`src/rtl/cce_pkg.sv`:
```
// shared types, constants and the polymod step for the checksum engine
// no dependencies
package cce_pkg;

    localparam int RES_W         = 40;
    localparam int SYM_W         = 5;
    localparam int IN_W          = 8;
    localparam int GEN_N         = 5;
    localparam int CHECK_SYMBOLS = 8;
    localparam int CNT_W         = $clog2(CHECK_SYMBOLS);

    localparam logic [RES_W-1:0] RES_ONE = RES_W'(1);

    localparam logic [RES_W-1:0] GEN [GEN_N] = '{
        40'h98f2bc8e61, 40'h79b76d99e2, 40'hf33e5fb3c4,
        40'hae2eabe2a8, 40'h1e4f43e470
    };

    // residue of a finished string handed to the finalizer
    typedef struct packed {
        logic             load;
        logic [RES_W-1:0] residue;
        logic             mode;
    } t_handoff;

    // one polymod step: shift in a 5-bit symbol, fold back the top symbol
    function automatic logic [RES_W-1:0] absorb(input logic [RES_W-1:0] res,
                                                input logic [SYM_W-1:0] sym);
        logic [SYM_W-1:0] top;
        logic [RES_W-1:0] r;
        top = res[RES_W-1 -: SYM_W];
        r   = {res[RES_W-SYM_W-1:0], sym};
        for (int k = 0; k < GEN_N; k++) begin
            if (top[k]) begin
                r = r ^ GEN[k];
            end
        end
        return r;
    endfunction

endpackage

```
`src/rtl/cce_absorb.sv`:
```
// input register and per-item polymod update of the running residue
// depends on cce_pkg
module cce_absorb (
    input  logic                       i_clk,
    input  logic                       i_rst_n,
    input  logic                       i_valid,
    output logic                       o_stall,
    input  logic [cce_pkg::IN_W-1:0]   i_symbol,
    input  logic                       i_is_data,
    input  logic                       i_last,
    input  logic                       i_mode,
    input  logic                       i_fin_busy,
    output cce_pkg::t_handoff          o_handoff
);
    import cce_pkg::*;

    logic             r_in_valid;
    logic [SYM_W-1:0] r_sym;
    logic             r_is_data;
    logic             r_last;
    logic [RES_W-1:0] r_residue;
    logic             r_sep_done;

    logic             advance;
    logic             accept;
    logic [RES_W-1:0] n_a0;
    logic [RES_W-1:0] n_a1;
    logic [RES_W-1:0] n_a2;

    // a last item waits until the finalizer is free
    assign advance = r_in_valid && (!r_last || !i_fin_busy);
    assign o_stall = r_in_valid && !advance;
    assign accept  = i_valid && !o_stall;

    always_comb begin
        n_a0 = (r_is_data && !r_sep_done) ? absorb(r_residue, '0) : r_residue;
        n_a1 = absorb(n_a0, r_sym);
        // separator at the end when no data came
        n_a2 = (!r_sep_done && !r_is_data) ? absorb(n_a1, '0) : n_a1;
    end

    assign o_handoff.load    = advance && r_last;
    assign o_handoff.residue = n_a2;
    assign o_handoff.mode    = i_mode;

    always_ff @(posedge i_clk) begin
        if (!i_rst_n) begin
            r_in_valid <= 1'b0;
            r_residue  <= RES_ONE;
            r_sep_done <= 1'b0;
        end else begin
            if (accept) begin
                r_in_valid <= 1'b1;
            end else if (advance) begin
                r_in_valid <= 1'b0;
            end
            if (advance) begin
                if (r_last) begin
                    r_residue  <= RES_ONE;
                    r_sep_done <= 1'b0;
                end else begin
                    r_residue  <= n_a1;
                    r_sep_done <= r_sep_done | r_is_data;
                end
            end
        end
    end

    always_ff @(posedge i_clk) begin
        if (accept) begin
            r_sym     <= i_symbol[SYM_W-1:0];
            r_is_data <= i_is_data;
            r_last    <= i_last;
        end
    end

endmodule

```
`src/rtl/cce_final.sv`:
```
// finalizer: zero padding steps, checksum symbol shift-out or verify check, and result register
// depends on cce_pkg
module cce_final (
    input  logic                       i_clk,
    input  logic                       i_rst_n,
    input  cce_pkg::t_handoff          i_handoff,
    output logic                       o_busy,
    output logic                       o_valid,
    input  logic                       i_stall,
    output logic [cce_pkg::SYM_W-1:0]  o_check_symbol,
    output logic                       o_valid_res,
    output logic                       o_last_out
);
    import cce_pkg::*;

    localparam logic [1:0] S_IDLE = 2'd0;
    localparam logic [1:0] S_ZERO = 2'd1;
    localparam logic [1:0] S_EMIT = 2'd2;

    localparam logic [CNT_W-1:0] CNT_END = CNT_W'(CHECK_SYMBOLS - 1);

    logic [1:0]       r_state;
    logic [CNT_W-1:0] r_cnt;
    logic [RES_W-1:0] r_mod;
    logic             r_verify;
    logic             r_out_valid;
    logic [SYM_W-1:0] r_check;
    logic             r_vres;
    logic             r_last_out;

    logic             out_free;
    logic             emit;
    logic             emit_last;

    assign out_free  = !r_out_valid || !i_stall;
    assign emit      = (r_state == S_EMIT) && out_free;
    assign emit_last = r_verify || (r_cnt == CNT_END);
    // free again in the cycle the final result of a string leaves
    assign o_busy    = (r_state != S_IDLE) && !(emit && emit_last);

    always_ff @(posedge i_clk) begin
        if (!i_rst_n) begin
            r_state     <= S_IDLE;
            r_cnt       <= '0;
            r_out_valid <= 1'b0;
        end else begin
            case (r_state)
                S_IDLE: begin
                    if (i_handoff.load) begin
                        r_cnt   <= '0;
                        r_state <= i_handoff.mode ? S_ZERO : S_EMIT;
                    end
                end
                S_ZERO: begin
                    r_cnt <= r_cnt + 1'b1;
                    if (r_cnt == CNT_END) begin
                        r_state <= S_EMIT;
                    end
                end
                S_EMIT: begin
                    if (emit) begin
                        // a waiting last item loads as the final result leaves
                        if (emit_last && i_handoff.load) begin
                            r_cnt   <= '0;
                            r_state <= i_handoff.mode ? S_ZERO : S_EMIT;
                        end else begin
                            r_cnt <= r_cnt + 1'b1;
                            if (emit_last) begin
                                r_state <= S_IDLE;
                            end
                        end
                    end
                end
                default: begin
                    r_state <= S_IDLE;
                end
            endcase
            if (emit) begin
                r_out_valid <= 1'b1;
            end else if (!i_stall) begin
                r_out_valid <= 1'b0;
            end
        end
    end

    always_ff @(posedge i_clk) begin
        if (i_handoff.load) begin
            r_mod    <= i_handoff.residue;
            r_verify <= !i_handoff.mode;
        end else if (r_state == S_ZERO) begin
            if (r_cnt == CNT_END) begin
                r_mod <= absorb(r_mod, '0) ^ RES_ONE;
            end else begin
                r_mod <= absorb(r_mod, '0);
            end
        end else if (emit) begin
            r_mod <= {r_mod[RES_W-SYM_W-1:0], {SYM_W{1'b0}}};
        end
        if (emit) begin
            r_check    <= r_verify ? '0 : r_mod[RES_W-1 -: SYM_W];
            r_vres     <= r_verify ? (r_mod == RES_ONE) : 1'b1;
            r_last_out <= emit_last;
        end
    end

    assign o_valid        = r_out_valid;
    assign o_check_symbol = r_check;
    assign o_valid_res    = r_vres;
    assign o_last_out     = r_last_out;

endmodule

```
`src/rtl/cashaddr_checksum_engine.sv`:
```
// top level of the 40-bit polymod checksum engine: mode register and channel wiring
// depends on cce_pkg, cce_absorb, cce_final
//
// channel   direction  handshake              payload
// input     in         i_valid / o_stall      i_symbol[7:0], i_is_data, i_last
// result    out        o_valid / i_stall      o_check_symbol[4:0], o_valid_res, o_last_out
// config    in         i_cfg_valid / o_cfg_ready  i_cfg_data (mode)
//
// one item per cycle through the input register and the residue update when not stalled
// a last item hands its residue to the finalizer; verify gives one result, and
// create takes 8 padding steps and then 8 results, one per cycle when not stalled
// the next string streams in meanwhile; only its last item waits for the finalizer
// synchronous active-low reset: residue to one, separator flag and mode cleared
// output stall holds the result register, and the finalizer waits behind it
module cashaddr_checksum_engine (
    input  logic                       i_clk,
    input  logic                       i_rst_n,
    // input items
    input  logic                       i_valid,
    output logic                       o_stall,
    input  logic [cce_pkg::IN_W-1:0]   i_symbol,
    input  logic                       i_is_data,
    input  logic                       i_last,
    // result items
    output logic                       o_valid,
    input  logic                       i_stall,
    output logic [cce_pkg::SYM_W-1:0]  o_check_symbol,
    output logic                       o_valid_res,
    output logic                       o_last_out,
    // mode register write
    input  logic                       i_cfg_valid,
    output logic                       o_cfg_ready,
    input  logic                       i_cfg_data
);
    import cce_pkg::*;

    logic     r_mode;
    logic     fin_busy;
    t_handoff handoff;

    // the mode register takes a write at any time
    assign o_cfg_ready = 1'b1;

    always_ff @(posedge i_clk) begin
        if (!i_rst_n) begin
            r_mode <= 1'b0;
        end else if (i_cfg_valid && o_cfg_ready) begin
            r_mode <= i_cfg_data;
        end
    end

    // per-item residue update, separator insertion
    cce_absorb u_absorb (
        .i_clk      (i_clk),
        .i_rst_n    (i_rst_n),
        .i_valid    (i_valid),
        .o_stall    (o_stall),
        .i_symbol   (i_symbol),
        .i_is_data  (i_is_data),
        .i_last     (i_last),
        .i_mode     (r_mode),
        .i_fin_busy (fin_busy),
        .o_handoff  (handoff)
    );

    // end-of-string handling and result register
    cce_final u_final (
        .i_clk          (i_clk),
        .i_rst_n        (i_rst_n),
        .i_handoff      (handoff),
        .o_busy         (fin_busy),
        .o_valid        (o_valid),
        .i_stall        (i_stall),
        .o_check_symbol (o_check_symbol),
        .o_valid_res    (o_valid_res),
        .o_last_out     (o_last_out)
    );

endmodule
```
`config.mk`:
```
export PLATFORM = sky130hd
export DESIGN_NAME = cashaddr_checksum_engine
export DESIGN_NICKNAME = d
export VERILOG_FILES = /design/src/rtl/cce_pkg.sv /design/src/rtl/cce_absorb.sv /design/src/rtl/cce_final.sv /design/src/rtl/cashaddr_checksum_engine.sv
export SDC_FILE = /design/constraint.sdc
export NUM_CORES = 1
export LEC_CHECK = 0
export ABC_CLOCK_PERIOD_IN_PS = 10150
export BUFFER_PORTS_ARGS = -buffer_cell sky130_fd_sc_hd__buf_4
export CORE_MARGIN = 5
export CORE_UTILIZATION = 30
export CTS_CLUSTER_SIZE = 28
export DETAILED_ROUTE_END_ITERATION = 8
export HOLD_SLACK_MARGIN = 0.03
export PLACE_DENSITY_LB_ADDON = 0.08
export SYNTH_ARGS = -nofsm -noshare
export SYNTH_HDL_FRONTEND = slang
export SYNTH_SLANG_ARGS = --single-unit
```
`constraint.sdc`:
```
create_clock -name i_clk -period 10.15 [get_ports i_clk]
set_input_delay 0.5075 -clock i_clk [delete_from_list [all_inputs] [get_ports i_clk]]
set_output_delay 0.5075 -clock i_clk [all_outputs]
set_load 0.03 [all_outputs]
```
==> impl_metrics.env, run 1 <==
export IMPL_pwr_share_clk_pct=28.8
export IMPL_synth_edff_count=55
export IMPL_ios=26
export IMPL_grt_pass1_wl_mm=36.7
export IMPL_required_ns=10.23
export IMPL_drc_errors=0
export IMPL_use_met2_pct=24.1
export IMPL_clock_sinks=104
export IMPL_arrival_ns=4.58
export IMPL_worstSetupStartpointType="flip-flop"
export IMPL_r2r_setup_slack_ns=5.65
export IMPL_grt_overflow_total=0
export IMPL_cp_num_buf_inv=0
export IMPL_drv_slew=0
export IMPL_clk_pin_slew_ns=0.08
export IMPL_critPathSlowestCell="dfxtp_1"
export IMPL_core_area_um2=26100
export IMPL_antenna_cells=0
export IMPL_finalSetupViolations=0
export IMPL_regArea_um2=2630
export IMPL_grt_pass1_vias=5406
export IMPL_ys_warn_count=0
export IMPL_r2r_start="u_absorb.r_residue[36]$_SDFFE_PN0N_"
export IMPL_rsz0062_at_grt="false"
export IMPL_clockRootBuffer="clkbuf_16"
export IMPL_worst_path_largest_cell_delay_ns=0.93
export IMPL_die_x_um=173
export IMPL_max_slew_worst_pin_slew_ns=0.963
export IMPL_htreeDepth=3
export IMPL_leakagePower_nw=3.08
export IMPL_initial_core_util_pct=30.5
export IMPL_antenna_found_initial=0
export IMPL_cap_violations=0
export IMPL_cts_made_buffers=9
export IMPL_worst_r2r_cell_count=8
export IMPL_synth_seq_cells=104
export IMPL_fmax_ghz=0.222
export IMPL_holdPathStages=1
export IMPL_synthFlopType="edfxtp_1"
export IMPL_max_slew_margin_pct=35.3
export IMPL_final_nets=832
export IMPL_cts_max_path_buffers=2
export IMPL_power_density_nw_per_um2=138
export IMPL_cts_setup_buffers=0
export IMPL_wl_per_cell_um=21.1
export IMPL_finalSetupTns_ns=0
export IMPL_p_int_uw=790
export IMPL_min_delay_start="i_last"
export IMPL_path_cells="xor3_1 > mux2i_4 > xnor3_2 > xnor2_4 > xor3_4 > xnor2_1 > o21ai_0 > o21ai_0"
export IMPL_async_flop_share_pct=0
export IMPL_rows=59
export IMPL_die_area_um2=29800
export IMPL_fin_crit_sh_pct=44.3
export IMPL_die_height_um=173
export IMPL_crit_type="reg2reg"
export IMPL_finalWirelength_mm=24.2
export IMPL_cpLargestDelayFamily="XOR/XNOR gates"
export IMPL_placed_cell_area_um2=8360
export IMPL_ys_seq_area_share_pct=33.2
export IMPL_vias=5611
export IMPL_worst_setup_path_end_kind="flip-flop"
export IMPL_grt_max_degree=54
export IMPL_period_minus_slack_ns=4.50
export IMPL_synth_avg_cell_area_um2=9.67
export IMPL_seqPwrFrac_pct=47.7
export IMPL_regToRegEndpoint="u_final.r_mod[7]$_DFFE_PP_"
export IMPL_final_area_um2=8630
export IMPL_ys_types=54
export IMPL_power_mw=1.19
export IMPL_grt_met3_usage_pct=1.77
export IMPL_layout_drive_gt1_share_pct=9.23
export IMPL_fillers=2714
export IMPL_whs_endpoint="u_absorb.r_last$_DFFE_PP_"
export IMPL_hpwl_mm=17.9
export IMPL_switching_power_uw=396
export IMPL_postCtsHoldBufs=0
export IMPL_via_per_inst=4.89
export IMPL_synth_nets=845
export IMPL_crit_top_cell="o21ai_0"
export IMPL_gp_congestion=0.816
export IMPL_cts_tree="built"
export IMPL_multi_input_area_um2=5020
export IMPL_drtAntennaViolNets=0
export IMPL_timing_hold_violations_final=0
export IMPL_finClkSkew_ns=0.00967
export IMPL_area_growth_pct=8.68
export IMPL_grtUsageMet1_pct=24.7
export IMPL_netlist_area_um2=7940
export IMPL_grt_usage_pct=15.9
export IMPL_sw_frac_of_total_pct=33.4
export IMPL_grt_busiest_layer="met1"
export IMPL_clock_latency_ns=0.36
export IMPL_hp_class="in2reg"
export IMPL_ir_drop_mv=0.0858
export IMPL_p_comb_share_pct=23.4
export IMPL_dr_pass1_iters=5
export IMPL_cp_max_fo=15
export IMPL_drt_initial_drc_count=367
export IMPL_status="finished clean"
export IMPL_io_buffers=21
export IMPL_synth_cells=821
export IMPL_cts_resized=0
==> synthesized netlist by cell type, drive strengths merged, types with 10 or more instances <==
library cell  instances  area share [%]
clkbuf               39             1.8
inv                  10            0.47
o22ai                15             1.2
dfxtp                49              12
nand2                76             3.6
xor2                 86             9.5
nor2b                35             2.8
mux2i                15             2.0
a21oi                42             2.6
and2                 16             1.3
xnor2               150              18
a22oi                27             2.6
nor2                 40             2.0
edfxtp               55              21
buf                  18             1.4
o21ai                52             3.3
xnor3                21             6.0
==> power groups by stage <==
| stage | logic (mW) | clock network, mW | registers, mW |
|---|---|---|---|
| after detailed placement | 0.277 | 0 | 0.578 |
| after floorplan | 0.207 | 0 | 0.555 |
| after CTS | 0.280 | 0.356 | 0.569 |
| after global placement | 0.278 | 0 | 0.578 |
| final | 0.278 | 0.342 | 0.566 |
| after global routing | 0.305 | 0.366 | 0.572 |
==> cells in the final DEF (no fill, tap or decap), drive strengths merged, types with 2 or more instances in the layout <==
cell type,instances
a211oi,3
a21boi,4
a21oi,42
a221oi,5
a22oi,27
a31oi,3
and2,16
and3,3
buf,33
clkbuf,10
clkinvlp,4
dfxtp,49
edfxtp,55
ha,8
inv,11
mux2i,15
nand2,76
nand2b,3
nand3,6
nand4,2
nor2,40
nor2b,35
nor3,2
nor4,9
o211ai,5
o21a,2
o21ai,52
o22ai,15
or2,4
or3,3
xnor2,150
xnor3,21
xor2,86
xor3,5
==> per-stage QoR <==
stage | std cells | worst slack (ns) | hold slack [ns] | util, %
global placement | 1132 | 5.68 | 0.501 | 32.1
floorplan | 821 | 6.68 | 0.453 | -
CTS | 1148 | 5.69 | 0.310 | 33.1
finish | 1148 | 5.65 | 0.325 | 33.1
global route | 1148 | 5.56 | 0.309 | 33.1
detailed placement | 1132 | 5.72 | 0.509 | 32.1
==> worst max path at each step <==
| stage | start | end | slack [ns] | cells past startpoint |
|---|---|---|---|---|
| after detailed placement | u_absorb.r_residue[36]$_SDFFE_PN0N_ | u_final.r_mod[7]$_DFFE_PP_ | 5.72 | 8 |
| after global routing | u_absorb.r_residue[36]$_SDFFE_PN0N_ | u_final.r_mod[7]$_DFFE_PP_ | 5.56 | 8 |
| final | u_absorb.r_residue[36]$_SDFFE_PN0N_ | u_final.r_mod[7]$_DFFE_PP_ | 5.65 | 8 |
| after floorplan | u_final.r_state[0]$_SDFFE_PN0P_ | u_final.r_mod[0]$_DFFE_PP_ | 6.68 | 8 |
| after global placement | u_absorb.r_residue[36]$_SDFFE_PN0N_ | u_final.r_mod[7]$_DFFE_PP_ | 5.68 | 8 |
| after CTS | u_absorb.r_residue[36]$_SDFFE_PN0N_ | u_final.r_mod[7]$_DFFE_PP_ | 5.69 | 8 |
==> sequential cells by signal, summed over array words and instances (netlist names) <==
signal                  flops
r_mode                      1
u_absorb.r_in_valid         1
u_absorb.r_is_data          1
u_absorb.r_last             1
u_absorb.r_residue         40
u_absorb.r_sep_done         1
u_absorb.r_sym              5
u_final.o_check_symbol      5
u_final.o_last_out          1
u_final.o_valid             1
u_final.o_valid_res         1
u_final.r_cnt               3
u_final.r_mod              40
u_final.r_state             2
u_final.r_verify            1
==> layer usage <==
| metal | up-vias | part of all wire, % |
|---|---|---|
| met4 | 0 | 0.92 |
| met2 | 106 | 44 |
| li1 | 2773 | - |
| met3 | 12 | 3.3 |
| met1 | 2720 | 51 |
| met5 | - | 0 |
==> kinds of logic (layout without fill, tap and decap cells) <==
kind of cell	Yosys count	in the layout	share of synthesized area, %
xor gates and xnor gates	262	262	35.1
and+or+nand+nor	201	201	12.1
AOI/OAI and AO/OA	163	163	12.5
DFF	104	104	33.2
buffers and inverters	67	59	3.69
muxes	15	15	2.05
adders and majority gates	8	8	1.26
other	1	1	0.0472
==> final cells by class <==
type                            instances  area share (%)
Clock buffer                           10            2.65
Clock inverter                          6           0.507
Inverter                               10           0.435
Multi-Input combinational cell        650            58.2
Sequential cell                       104            30.5
Tap cell                              335            4.86
Timing Repair Buffer                   33            2.87
No activity file was read; power rests on OpenSTA's default activity.
==> run 2: changes to the inputs <==
--- a/config.mk
+++ b/config.mk
@@ -5,7 +5,7 @@
 export SDC_FILE = /design/constraint.sdc
 export NUM_CORES = 1
 export LEC_CHECK = 0
-export ABC_CLOCK_PERIOD_IN_PS = 10150
+export ABC_CLOCK_PERIOD_IN_PS = 3800
 export BUFFER_PORTS_ARGS = -buffer_cell sky130_fd_sc_hd__buf_4
 export CORE_MARGIN = 5
 export CORE_UTILIZATION = 30
==> constraint.sdc (replaced) <==
create_clock -name i_clk -period 3.8 [get_ports i_clk]
set_input_delay 0.19 -clock i_clk [delete_from_list [all_inputs] [get_ports i_clk]]
set_output_delay 0.19 -clock i_clk [all_outputs]
set_load 0.03 [all_outputs]
==> impl_metrics.env, run 2 (synthesized netlist as in run 1, its figures left out) <==
export IMPL_status="finished clean"
export IMPL_hpwl_mm=19.1
export IMPL_cp_max_fo=10
export IMPL_finClkSkew_ns=0.0157
export IMPL_finalSetupTns_ns=0
export IMPL_r2r_setup_slack_ns=0.38
export IMPL_clockRootBuffer="clkbuf_16"
export IMPL_cts_made_buffers=9
export IMPL_fmax_ghz=0.292
export IMPL_crit_top_cell="xnor3_1"
export IMPL_worstSetupStartpointType="flip-flop"
export IMPL_finalWirelength_mm=24.9
export IMPL_antenna_found_initial=0
export IMPL_initial_core_util_pct=30.5
export IMPL_drt_initial_drc_count=440
export IMPL_wl_per_cell_um=20.9
export IMPL_die_height_um=173
export IMPL_fin_crit_sh_pct=90.1
export IMPL_regArea_um2=2630
export IMPL_cp_num_buf_inv=1
export IMPL_grt_pass1_wl_mm=38.0
export IMPL_hp_class="in2reg"
export IMPL_vias=5939
export IMPL_cts_tree="built"
export IMPL_layout_common_cells="140 x xnor2_1, 86 x xor2_1, 76 x nand2_1"
export IMPL_via_per_inst=4.98
export IMPL_grt_usage_pct=16.5
export IMPL_antenna_cells=0
export IMPL_finalSetupViolations=0
export IMPL_drv_slew=0
export IMPL_cts_max_path_buffers=2
export IMPL_holdPathStages=3
export IMPL_clock_latency_ns=0.36
export IMPL_regToRegEndpoint="u_final.r_mod[23]$_DFFE_PP_"
export IMPL_rsz0062_at_grt="false"
export IMPL_worst_setup_path_end_kind="flip-flop"
export IMPL_leakagePower_nw=3.32
export IMPL_min_delay_start="i_stall"
export IMPL_arrival_ns=3.53
export IMPL_grt_overflow_total=0
export IMPL_die_x_um=173
export IMPL_whs_endpoint="u_final.o_valid$_SDFFE_PN0P_"
export IMPL_crit_type="reg2reg"
export IMPL_max_slew_margin_pct=45.2
export IMPL_period_minus_slack_ns=3.42
export IMPL_power_mw=3.29
export IMPL_core_area_um2=26100
export IMPL_r2r_start="u_absorb.r_residue[37]$_SDFFE_PN0N_"
export IMPL_reg_largest_list="u_absorb.r_residue (40), u_final.r_mod (40)"
export IMPL_max_slew_worst_pin_slew_ns=0.821
export IMPL_worst_path_largest_cell_delay_ns=0.50
export IMPL_cap_violations=0
export IMPL_worst_r2r_cell_count=9
export IMPL_power_density_nw_per_um2=363
export IMPL_grt_max_degree=53
export IMPL_multi_input_area_um2=5020
export IMPL_grt_pass1_vias=5888
export IMPL_required_ns=3.91
export IMPL_critPathSlowestCell="xnor3_1"
export IMPL_gp_congestion=0.860
export IMPL_timing_hold_violations_final=0
export IMPL_final_common_cell="xnor2_1"
export IMPL_dr_pass1_iters=5
export IMPL_htreeDepth=3
export IMPL_fillers=2688
export IMPL_clock_sinks=104
export IMPL_rows=59
export IMPL_path_cells="buf_4 > xnor3_1 > xor2_1 > xnor2_1 > a211oi_1 > or2_1 > xnor3_1 > mux2i_1 > a21oi_1"
export IMPL_ios=26
export IMPL_drc_errors=0
export IMPL_clk_pin_slew_ns=0.08
export IMPL_cpLargestDelayFamily="XOR/XNOR gates"
export IMPL_die_area_um2=29800
export IMPL_area_growth_pct=13.9
export IMPL_hold_worst_slack_ns=0.107
export IMPL_ir_drop_mv=0.206
export IMPL_io_buffers=21
export IMPL_final_nets=877
export IMPL_layout_drive_gt1_share_pct=13.2
export IMPL_drtAntennaViolNets=0
==> run 2: layout make-up <==
class                      instances  share of cell area [%]
multi-input combinational        650                    55.5
timing repair buffer              78                    6.97
tap                              335                    4.63
clock inverter                     7                   0.872
clock buffer                       9                    2.49
sequential                       104                    29.1
inverter                          10                   0.415
==> run 2: how the worst max path moves through the flow <==
| stage | start | endpoint | slack (ns) | cells after the start |
|---|---|---|---|---|
| floorplan | u_final.r_state[0]$_SDFFE_PN0P_ | u_final.r_mod[0]$_DFFE_PP_ | 0.33 | 8 |
| global placement | u_absorb.r_residue[37]$_SDFFE_PN0N_ | u_final.r_mod[38]$_DFFE_PP_ | 0.41 | 10 |
| detailed placement | u_absorb.r_residue[38]$_SDFFE_PN0N_ | u_final.r_mod[23]$_DFFE_PP_ | 0.38 | 8 |
| CTS | u_absorb.r_residue[38]$_SDFFE_PN0N_ | u_final.r_mod[23]$_DFFE_PP_ | 0.37 | 8 |
| global route | u_absorb.r_residue[38]$_SDFFE_PN0N_ | u_final.r_mod[22]$_DFFE_PP_ | 0.17 | 9 |
| finish | u_absorb.r_residue[37]$_SDFFE_PN0N_ | u_final.r_mod[23]$_DFFE_PP_ | 0.38 | 9 |
==> run 2: routing by layer <==
| layer | share of wire, % | track usage [%] | up-vias |
|---|---|---|---|
| li1 | - | - | 2861 |
| met1 | 49 | 24.4 | 2910 |
| met2 | 45 | 25.8 | 154 |
| met3 | 5.3 | 2.31 | 14 |
| met4 | 0.98 | 3.14 | 0 |
| met5 | 0 | 0 | - |
==> run 2: through the flow <==
step / setup WS [ns] / utilization [%] / area [um^2] / std cells
final: 0.376 / 34.7 / 9040 / 1193
after global routing: 0.171 / 34.7 / 9040 / 1193
after CTS: 0.366 / 34.7 / 9040 / 1193
after detailed placement: 0.381 / 33.2 / 8660 / 1169
after global placement: 0.405 / 33.2 / 8660 / 1169
after floorplan: 0.329 / - / 7940 / 821
==> run 2: power breakdown <==
part	switching [mW]	leakage, nW	internal [mW]
Combinational	0.462	2.27	0.309
Sequential	0.140	0.914	1.37
Clock	0.480	0.144	0.521
==> run 2: repair_timing <==
action / CTS / global route
gates resized for setup: 0 / 0
buffers inserted: 0 / 0
hold endpoints to repair: 8 / 0
hold buffers: 8 / 0
==> run 2: worst reg2reg max path, delay by kind of cell (launching register included) <==
kind,cells,cell delay (ns)
xor gates and xnor gates,4,1.44
AOI/OAI and AO/OA,2,0.44
buffers and inverters,1,0.24
muxes,1,0.30
DFF,1,0.32
and+or+nand+nor,1,0.44
